### src/sv/mfbr_pkg.sv
`timescale 1ns / 1ps
// Shared types and constants for the MSB-first bit reader.
package mfbr_pkg;

  localparam int DATA_W     = 32;
  localparam int POS_W      = 32;
  localparam int SHIFT_W    = $clog2(DATA_W);
  localparam int FIFO_DEPTH = 4;
  localparam int FIFO_AW    = $clog2(FIFO_DEPTH);

  localparam logic [FIFO_AW:0] FIFO_FULL = (FIFO_AW + 1)'(FIFO_DEPTH);
  localparam logic [FIFO_AW:0] FIFO_ONE  = (FIFO_AW + 1)'(1);

  localparam logic [2:0] ACT_SUPPLY = 3'd0;
  localparam logic [2:0] ACT_FETCH  = 3'd1;
  localparam logic [2:0] ACT_ALIGN  = 3'd2;
  localparam logic [2:0] ACT_SKIP   = 3'd3;
  localparam logic [2:0] ACT_END    = 3'd4;

  localparam logic [7:0] FILL_BYTE = 8'hff;

  typedef enum logic [2:0] {
    CMD_SUPPLY,
    CMD_FETCH,
    CMD_ALIGN,
    CMD_SKIP,
    CMD_END
  } cmd_kind_t;

  typedef struct packed {
    cmd_kind_t   kind;
    logic [7:0]  byte_value;
    logic [31:0] bit_count;
  } cmd_t;

  typedef enum logic [1:0] {
    PEND_NONE,
    PEND_FETCH,
    PEND_SKIP
  } pend_t;

  typedef enum logic {
    BK_IDLE,
    BK_SETTLE
  } bk_state_t;

  typedef struct packed {
    logic settle;
    logic pending;
    logic ended;
    logic error;
  } bk_status_t;

endpackage

### src/sv/mfbr_front.sv
`timescale 1ns / 1ps
// Front end: accepts transactions, decodes the action and queues commands.
module mfbr_front import mfbr_pkg::*; (
  input  logic        clk,
  input  logic        rst,
  input  logic        req_valid,
  output logic        req_stall,
  input  logic [2:0]  action,
  input  logic [7:0]  byte_value,
  input  logic [31:0] bit_count,
  output logic        cmd_valid,
  input  logic        cmd_ready,
  output cmd_t        cmd
);

  cmd_t               slots [FIFO_DEPTH];
  logic [FIFO_AW-1:0] wr_ptr;
  logic [FIFO_AW-1:0] rd_ptr;
  logic [FIFO_AW:0]   fill;
  logic               known;
  cmd_kind_t          kind;
  logic               push;
  logic               pop;

  always_comb begin
    known = 1'b1;
    kind  = CMD_SUPPLY;
    case (action)
      ACT_SUPPLY: kind = CMD_SUPPLY;
      ACT_FETCH:  kind = CMD_FETCH;
      ACT_ALIGN:  kind = CMD_ALIGN;
      ACT_SKIP:   kind = CMD_SKIP;
      ACT_END:    kind = CMD_END;
      default:    known = 1'b0;
    endcase
  end

  assign req_stall = (fill == FIFO_FULL);
  assign push      = req_valid && !req_stall && known;
  assign cmd_valid = (fill != '0);
  assign pop       = cmd_valid && cmd_ready;
  assign cmd       = slots[rd_ptr];

  always_ff @(posedge clk) begin
    if (rst) begin
      wr_ptr <= '0;
      rd_ptr <= '0;
      fill   <= '0;
    end else begin
      if (push) begin
        wr_ptr <= wr_ptr + FIFO_AW'(1);
      end
      if (pop) begin
        rd_ptr <= rd_ptr + FIFO_AW'(1);
      end
      if (push && !pop) begin
        fill <= fill + FIFO_ONE;
      end else if (pop && !push) begin
        fill <= fill - FIFO_ONE;
      end
    end
  end

  always_ff @(posedge clk) begin
    if (push) begin
      slots[wr_ptr] <= '{kind: kind, byte_value: byte_value, bit_count: bit_count};
    end
  end

endmodule

### src/sv/mfbr_back.sv
`timescale 1ns / 1ps
// Back end: carries out queued commands on the bit position and drives the result register.
module mfbr_back import mfbr_pkg::*; (
  input  logic              clk,
  input  logic              rst,
  input  logic              cmd_valid,
  output logic              cmd_ready,
  input  cmd_t              cmd,
  output logic              res_valid,
  input  logic              res_stall,
  output logic [DATA_W-1:0] field_value,
  output logic              overrun,
  output logic [POS_W-1:0]  byte_position,
  output logic [2:0]        bit_position,
  output bk_status_t        status
);

  bk_state_t         state, state_next;
  logic [7:0]        cur_byte, cur_byte_next;
  logic [2:0]        bit_off, bit_off_next;
  logic [POS_W-1:0]  byte_cnt, byte_cnt_next;
  logic [DATA_W-1:0] acc, acc_next;
  pend_t             pending, pending_next;
  logic [31:0]       bits_rem, bits_rem_next;
  logic              ended, ended_next;
  logic              err, err_next;
  logic              res_valid_next;
  logic [DATA_W-1:0] field_value_next;
  logic              overrun_next;
  logic [POS_W-1:0]  byte_position_next;
  logic [2:0]        bit_position_next;

  logic              is_supply;
  logic [7:0]        src;
  logic [2:0]        off_s;
  logic [31:0]       rem_s;
  logic [DATA_W-1:0] acc_s;
  logic              take_en;
  logic [3:0]        avail;
  logic [3:0]        take_n;
  logic [7:0]        aligned;
  logic [7:0]        bits;
  logic [3:0]        off_sum;
  logic [DATA_W-1:0] acc_take;
  logic [31:0]       rem_take;

  logic              fill_en;
  logic [SHIFT_W-1:0] r_sh;
  logic [DATA_W-1:0] acc_fill;
  logic [POS_W-1:0]  cnt_fill;

  always_comb begin
    is_supply = (cmd.kind == CMD_SUPPLY);
    src       = is_supply ? cmd.byte_value : cur_byte;
    off_s     = is_supply ? 3'd0 : bit_off;
    rem_s     = is_supply ? bits_rem : cmd.bit_count;
    acc_s     = (cmd.kind == CMD_FETCH) ? '0 : acc;
    take_en   = is_supply || (bit_off != 3'd0);
    avail     = 4'd8 - {1'b0, off_s};
    take_n    = take_en ? ((rem_s < 32'(avail)) ? rem_s[3:0] : avail) : 4'd0;
    aligned   = src << off_s;
    bits      = aligned >> (4'd8 - take_n);
    acc_take  = (acc_s << take_n) | DATA_W'(bits);
    off_sum   = {1'b0, off_s} + take_n;
    rem_take  = rem_s - 32'(take_n);
  end

  always_comb begin
    fill_en  = (bits_rem != '0) && (ended || err);
    r_sh     = bits_rem[SHIFT_W-1:0];
    acc_fill = (bits_rem >= 32'(DATA_W)) ? '1 : ((acc << r_sh) | ~({DATA_W{1'b1}} << r_sh));
    cnt_fill = byte_cnt + POS_W'(bits_rem >> 3);
  end

  always_comb begin
    state_next         = state;
    cur_byte_next      = cur_byte;
    bit_off_next       = bit_off;
    byte_cnt_next      = byte_cnt;
    acc_next           = acc;
    pending_next       = pending;
    bits_rem_next      = bits_rem;
    ended_next         = ended;
    err_next           = err;
    res_valid_next     = res_valid && res_stall;
    field_value_next   = field_value;
    overrun_next       = overrun;
    byte_position_next = byte_position;
    bit_position_next  = bit_position;
    cmd_ready          = (state == BK_IDLE);

    case (state)
      BK_IDLE: begin
        if (cmd_valid) begin
          case (cmd.kind)
            CMD_SUPPLY: begin
              if (pending != PEND_NONE) begin
                cur_byte_next = cmd.byte_value;
                state_next    = BK_SETTLE;
              end
            end
            CMD_FETCH: begin
              if (pending == PEND_NONE) begin
                pending_next = PEND_FETCH;
                state_next   = BK_SETTLE;
              end
            end
            CMD_SKIP: begin
              if (pending == PEND_NONE && !err && cmd.bit_count != '0) begin
                pending_next = PEND_SKIP;
                state_next   = BK_SETTLE;
              end
            end
            CMD_ALIGN: begin
              if (pending == PEND_NONE && bit_off != 3'd0) begin
                bit_off_next  = 3'd0;
                byte_cnt_next = byte_cnt + POS_W'(1);
              end
            end
            CMD_END: begin
              ended_next = 1'b1;
              if (pending != PEND_NONE) begin
                state_next = BK_SETTLE;
              end
            end
            default: begin
            end
          endcase
          if (state_next == BK_SETTLE && cmd.kind != CMD_END) begin
            acc_next      = acc_take;
            bits_rem_next = rem_take;
            bit_off_next  = off_sum[3] ? 3'd0 : off_sum[2:0];
            byte_cnt_next = off_sum[3] ? byte_cnt + POS_W'(1) : byte_cnt;
          end
        end
      end
      BK_SETTLE: begin
        if (!(res_valid && res_stall)) begin
          state_next = BK_IDLE;
          if (fill_en) begin
            err_next      = 1'b1;
            acc_next      = acc_fill;
            byte_cnt_next = cnt_fill;
            bit_off_next  = bits_rem[2:0];
            cur_byte_next = FILL_BYTE;
            bits_rem_next = '0;
          end
          if (fill_en || bits_rem == '0) begin
            pending_next = PEND_NONE;
            if (pending == PEND_FETCH) begin
              res_valid_next     = 1'b1;
              field_value_next   = fill_en ? acc_fill : acc;
              overrun_next       = fill_en || err;
              byte_position_next = fill_en ? cnt_fill : byte_cnt;
              bit_position_next  = fill_en ? bits_rem[2:0] : bit_off;
            end
          end
        end
      end
      default: state_next = BK_IDLE;
    endcase
  end

  always_ff @(posedge clk) begin
    if (rst) begin
      state     <= BK_IDLE;
      cur_byte  <= '0;
      bit_off   <= '0;
      byte_cnt  <= '0;
      acc       <= '0;
      pending   <= PEND_NONE;
      bits_rem  <= '0;
      ended     <= 1'b0;
      err       <= 1'b0;
      res_valid <= 1'b0;
    end else begin
      state     <= state_next;
      cur_byte  <= cur_byte_next;
      bit_off   <= bit_off_next;
      byte_cnt  <= byte_cnt_next;
      acc       <= acc_next;
      pending   <= pending_next;
      bits_rem  <= bits_rem_next;
      ended     <= ended_next;
      err       <= err_next;
      res_valid <= res_valid_next;
    end
  end

  always_ff @(posedge clk) begin
    field_value   <= field_value_next;
    overrun       <= overrun_next;
    byte_position <= byte_position_next;
    bit_position  <= bit_position_next;
  end

  assign status = '{settle:  (state == BK_SETTLE),
                    pending: (pending != PEND_NONE),
                    ended:   ended,
                    error:   err};

endmodule

### src/sv/msb_first_bit_reader.sv
`timescale 1ns / 1ps
// Top level of the MSB-first bit reader: front decoder and queue, back executor.
//
//   channel   direction  handshake              payload
//   request   into       req_valid / req_stall  action, byte_value, bit_count
//   result    out of     res_valid / res_stall  field_value, overrun,
//                                               byte_position, bit_position
//
// A request transaction enters a four-entry command queue in the cycle it is accepted.
// The back end takes one command per cycle while idle; a command that moves bits
// (supply to a waiting request, fetch, skip, end of input with a request waiting)
// runs a take step, then a fill and finish step, taking no new command meanwhile. A
// fetch result is registered and shows in the cycle after the finish step. Reset
// empties the queue and clears control state, not the result data registers. A
// stalled result holds the back end in its finish step; a full queue stalls requests.
module msb_first_bit_reader import mfbr_pkg::*; (
  input  logic              clk,
  input  logic              rst,
  input  logic              req_valid,
  output logic              req_stall,
  input  logic [2:0]        action,
  input  logic [7:0]        byte_value,
  input  logic [31:0]       bit_count,
  output logic              res_valid,
  input  logic              res_stall,
  output logic [DATA_W-1:0] field_value,
  output logic              overrun,
  output logic [POS_W-1:0]  byte_position,
  output logic [2:0]        bit_position
);

  logic       cmd_valid;
  logic       cmd_ready;
  cmd_t       cmd;
  bk_status_t status;

  mfbr_front u_front (
    .clk        (clk),
    .rst        (rst),
    .req_valid  (req_valid),
    .req_stall  (req_stall),
    .action     (action),
    .byte_value (byte_value),
    .bit_count  (bit_count),
    .cmd_valid  (cmd_valid),
    .cmd_ready  (cmd_ready),
    .cmd        (cmd)
  );

  mfbr_back u_back (
    .clk           (clk),
    .rst           (rst),
    .cmd_valid     (cmd_valid),
    .cmd_ready     (cmd_ready),
    .cmd           (cmd),
    .res_valid     (res_valid),
    .res_stall     (res_stall),
    .field_value   (field_value),
    .overrun       (overrun),
    .byte_position (byte_position),
    .bit_position  (bit_position),
    .status        (status)
  );

  a_settle_pending: assert property (@(posedge clk) disable iff (rst)
    status.settle |-> status.pending)
    else $error("finish step without a waiting request");

  a_error_after_end: assert property (@(posedge clk) disable iff (rst)
    status.error |-> status.ended)
    else $error("error flag raised before end of input");

  a_result_from_settle: assert property (@(posedge clk) disable iff (rst)
    $rose(res_valid) |-> $past(status.settle))
    else $error("result appeared without a finish step");

  a_settle_leaves: assert property (@(posedge clk) disable iff (rst)
    status.settle && !(res_valid && res_stall) |=> !status.settle)
    else $error("finish step held without a stalled result");

endmodule
### config.mk
export PLATFORM = sky130hd
export DESIGN_NAME = msb_first_bit_reader
export DESIGN_NICKNAME = d
export VERILOG_FILES = /design/src/sv/mfbr_pkg.sv /design/src/sv/mfbr_front.sv /design/src/sv/mfbr_back.sv /design/src/sv/msb_first_bit_reader.sv
export SDC_FILE = /design/constraint.sdc
export NUM_CORES = 1
export LEC_CHECK = 0
export BUFFER_PORTS_ARGS = -buffer_cell sky130_fd_sc_hd__buf_2
export CORE_AREA = 10 10 203 205
export DETAILED_ROUTE_END_ITERATION = 8
export DIE_AREA = 0 0 213 215
export PLACE_DENSITY = 0.78
export SYNTH_ARGS = -nofsm -noshare
export SYNTH_HDL_FRONTEND = slang
export SYNTH_HIERARCHICAL = 1
export SYNTH_SLANG_ARGS = --single-unit
### constraint.sdc
create_clock -name clk -period 12 [get_ports clk]
set_clock_uncertainty 0.05 [all_clocks]
set_input_delay 0 -clock clk [delete_from_list [all_inputs] [get_ports clk]]
set_output_delay 0 -clock clk [all_outputs]
set_load 0.05 [all_outputs]
==> flow_summary.json <==
{
  "hold_class": "in2reg",
  "p_per_area_nw_per_um2": 269,
  "tritoncts": "done",
  "placed_area_um2": 22800,
  "final_layout_size_suffix_gt1_share_pct": 14.9,
  "power_mw": 6.63,
  "rr_worst_depth": 21,
  "netlist_instances": 2269,
  "multi_input_area_um2": 11700,
  "via_count": 19500,
  "viasPerCell": 6.89,
  "drv_slew": 0,
  "power.internal_mw": 3.47,
  "ir_drop_uv": 171,
  "fmax_mhz": 109,
  "hold_depth": 2,
  "layoutNonFillerInstCount": 2834,
  "worst_pin_slew_ns": 1.23,
  "p_leak_nw": 8.72,
  "critPathLaunchType": "flop",
  "syn_nets": 2368,
  "syn_avg_cell_area_um2": 9.73,
  "power_frac_seq_pct": 27.4,
  "cts_root_buffer": "clkbuf_16",
  "pre_cts_slack_ns": 3.03,
  "fin_crit_ns": 9.20,
  "timing.final.crit_share_pct": 76.7,
  "grt_start_max_net_pins": 69,
  "htreeDepth": 2,
  "setup_violations": 0,
  "seqCellArea_um2": 9660,
  "wire_per_inst_um": 24.6,
  "numCtsBuffers": 40,
  "dp.cells": 2713,
  "diodes": 0,
  "clk_latency_ns": 0.59,
  "finalNetCount": 2427,
  "antenna_found_initial": 0,
  "swShare_pct": 47.8,
  "p_clk_share_pct": 19.5,
  "ys.warnings.count": 6,
  "cp.arrival_ns": 9.59,
  "post-cts-setup-buffers": 0,
  "critical_path_class": "reg2reg",
  "placementRows": 71,
  "antenna_left": 0,
  "drv_cap": 0,
  "hpwl_mm": 46.8,
  "grt.total_usage_pct": 29.8,
  "firstDrtPassIters": 7,
  "place_congestion": 0.982,
  "netlist_area_um2": 22100,
  "clockBufferDepth": 3,
  "die_area_um2": 45800,
  "port_buffers": 116,
  "clock-sinks": 362,
  "die_x_um": 213,
  "slew-limit-headroom_pct": 18.1,
  "pin_count": 117,
  "hold_viol": 0,
  "power_frac_comb_pct": 53.2,
  "tns_ns": 0,
  "grt_pass1_vias": 18100,
  "ctsHoldBuffers": 47,
  "area_delta_synth_final_pct": 11.7,
  "status": "finished clean",
  "path_max_fanout": 46,
  "finalWirelength_mm": 69.8,
  "grt_pass1_wl_mm": 107,
  "fin_area_um2": 24700,
  "clkSlewWorstSetupHoldPaths_ns": 0.07,
  "ctsResizeCount": 0,
  "start_util_pct": 59.3,
  "crit_required_ns": 12.39,
  "core_area_um2": 37200,
  "rsz0062_at_grt": "false",
  "drc_errors": 0,
  "overflow": 0,
  "end_kind": "flop",
  "fillCellCount": 2843,
  "die_y_um": 215,
  "p_switching_mw": 3.17,
  "min-delay-start": "bit_count[12]",
  "timing.final.ws_setup_ns": 2.80,
  "drt_iter0_markers": 2456
}
layout by cell type (no fill, tap or decap), types with 65 or more instances in the layout:
cell	count
dfxtp_1	116
buf_2	115
o21ai_0	160
nand3_1	94
nor3_1	66
nor2_1	223
mux2i_1	77
edfxtp_1	240
mux4_2	65
a21oi_1	169
nand2_1	203
state kept, by name, summed over array words and instances (netlist names), 3 cells and up, named ones only:
signal                flops
u_back/bit_off            3
u_back/byte_position     32
u_back/bits_rem          32
u_back/cur_byte           8
u_back/byte_cnt          32
u_back/field_value       32
u_front/slots           172
u_back/acc               32
u_back/bit_position       3
u_front/fill              3
per-stage QoR:
stage | util [%] | hold slack [ns]
floorplan | - | 0.0489
global placement | 61.3 | 0.159
detailed placement | 61.3 | 0.166
CTS | 66.3 | 0.0971
global route | 66.3 | 0.123
finish | 66.3 | 0.115
final cells by class:
type / count / area share, %
Tap cell: 474 / 2.40
Clock buffer: 48 / 4.30
Inverter: 31 / 0.472
Clock inverter: 26 / 1.30
Multi-Input combinational cell: 1700 / 47.2
Sequential cell: 362 / 39.1
Timing Repair Buffer: 193 / 5.18
worst max-delay path, stage by stage, from the launching register on:
cell and delay [ns]:
dfxtp_2 0.83, mux4_2 0.75, or3_2 0.75, buf_4 0.39
nand2_1 0.16, ha_1 0.26, inv_1 0.09, ha_1 0.23
o211ai_1 0.21, nand3_1 0.11, a221oi_1 0.65, o21a_1 0.79
mux2i_4 0.89, inv_2 0.35, ha_1 0.38, a21o_1 0.16
a21oi_1 0.17, xnor2_1 0.22, o21a_1 0.91, o21ai_1 0.26
a211oi_1 0.33, a21oi_1 0.10
layer usage:
metal | GRT usage, % | part of all wire [%] | wire [µm]
met5 | 0 | 0 | 0
met3 | 5.91 | 12 | 8150
met4 | 7.66 | 2.0 | 1410
met2 | 45.0 | 45 | 31500
met1 | 42.9 | 41 | 28800
power groups by stage:
stage	combinational [mW]	sequential, mW	clock, mW
CTS	3.41	1.79	1.30
global route	3.78	1.83	1.35
finish	3.53	1.82	1.29
global placement	3.33	1.81	0
detailed placement	3.38	1.82	0
floorplan	2.57	1.65	0
final timing paths:
| path | slack, ns | to |
|---|---|---|
| hold reg to reg | 0.46 | u_back/pending[0] |
| setup / recovery | 2.80 | u_back/byte_cnt[27] |
| hold / removal | 0.11 | u_front/slots[0][12] |
| setup reg to reg | 2.80 | u_back/byte_cnt[27] |
Power figures use the tool's default switching activity.
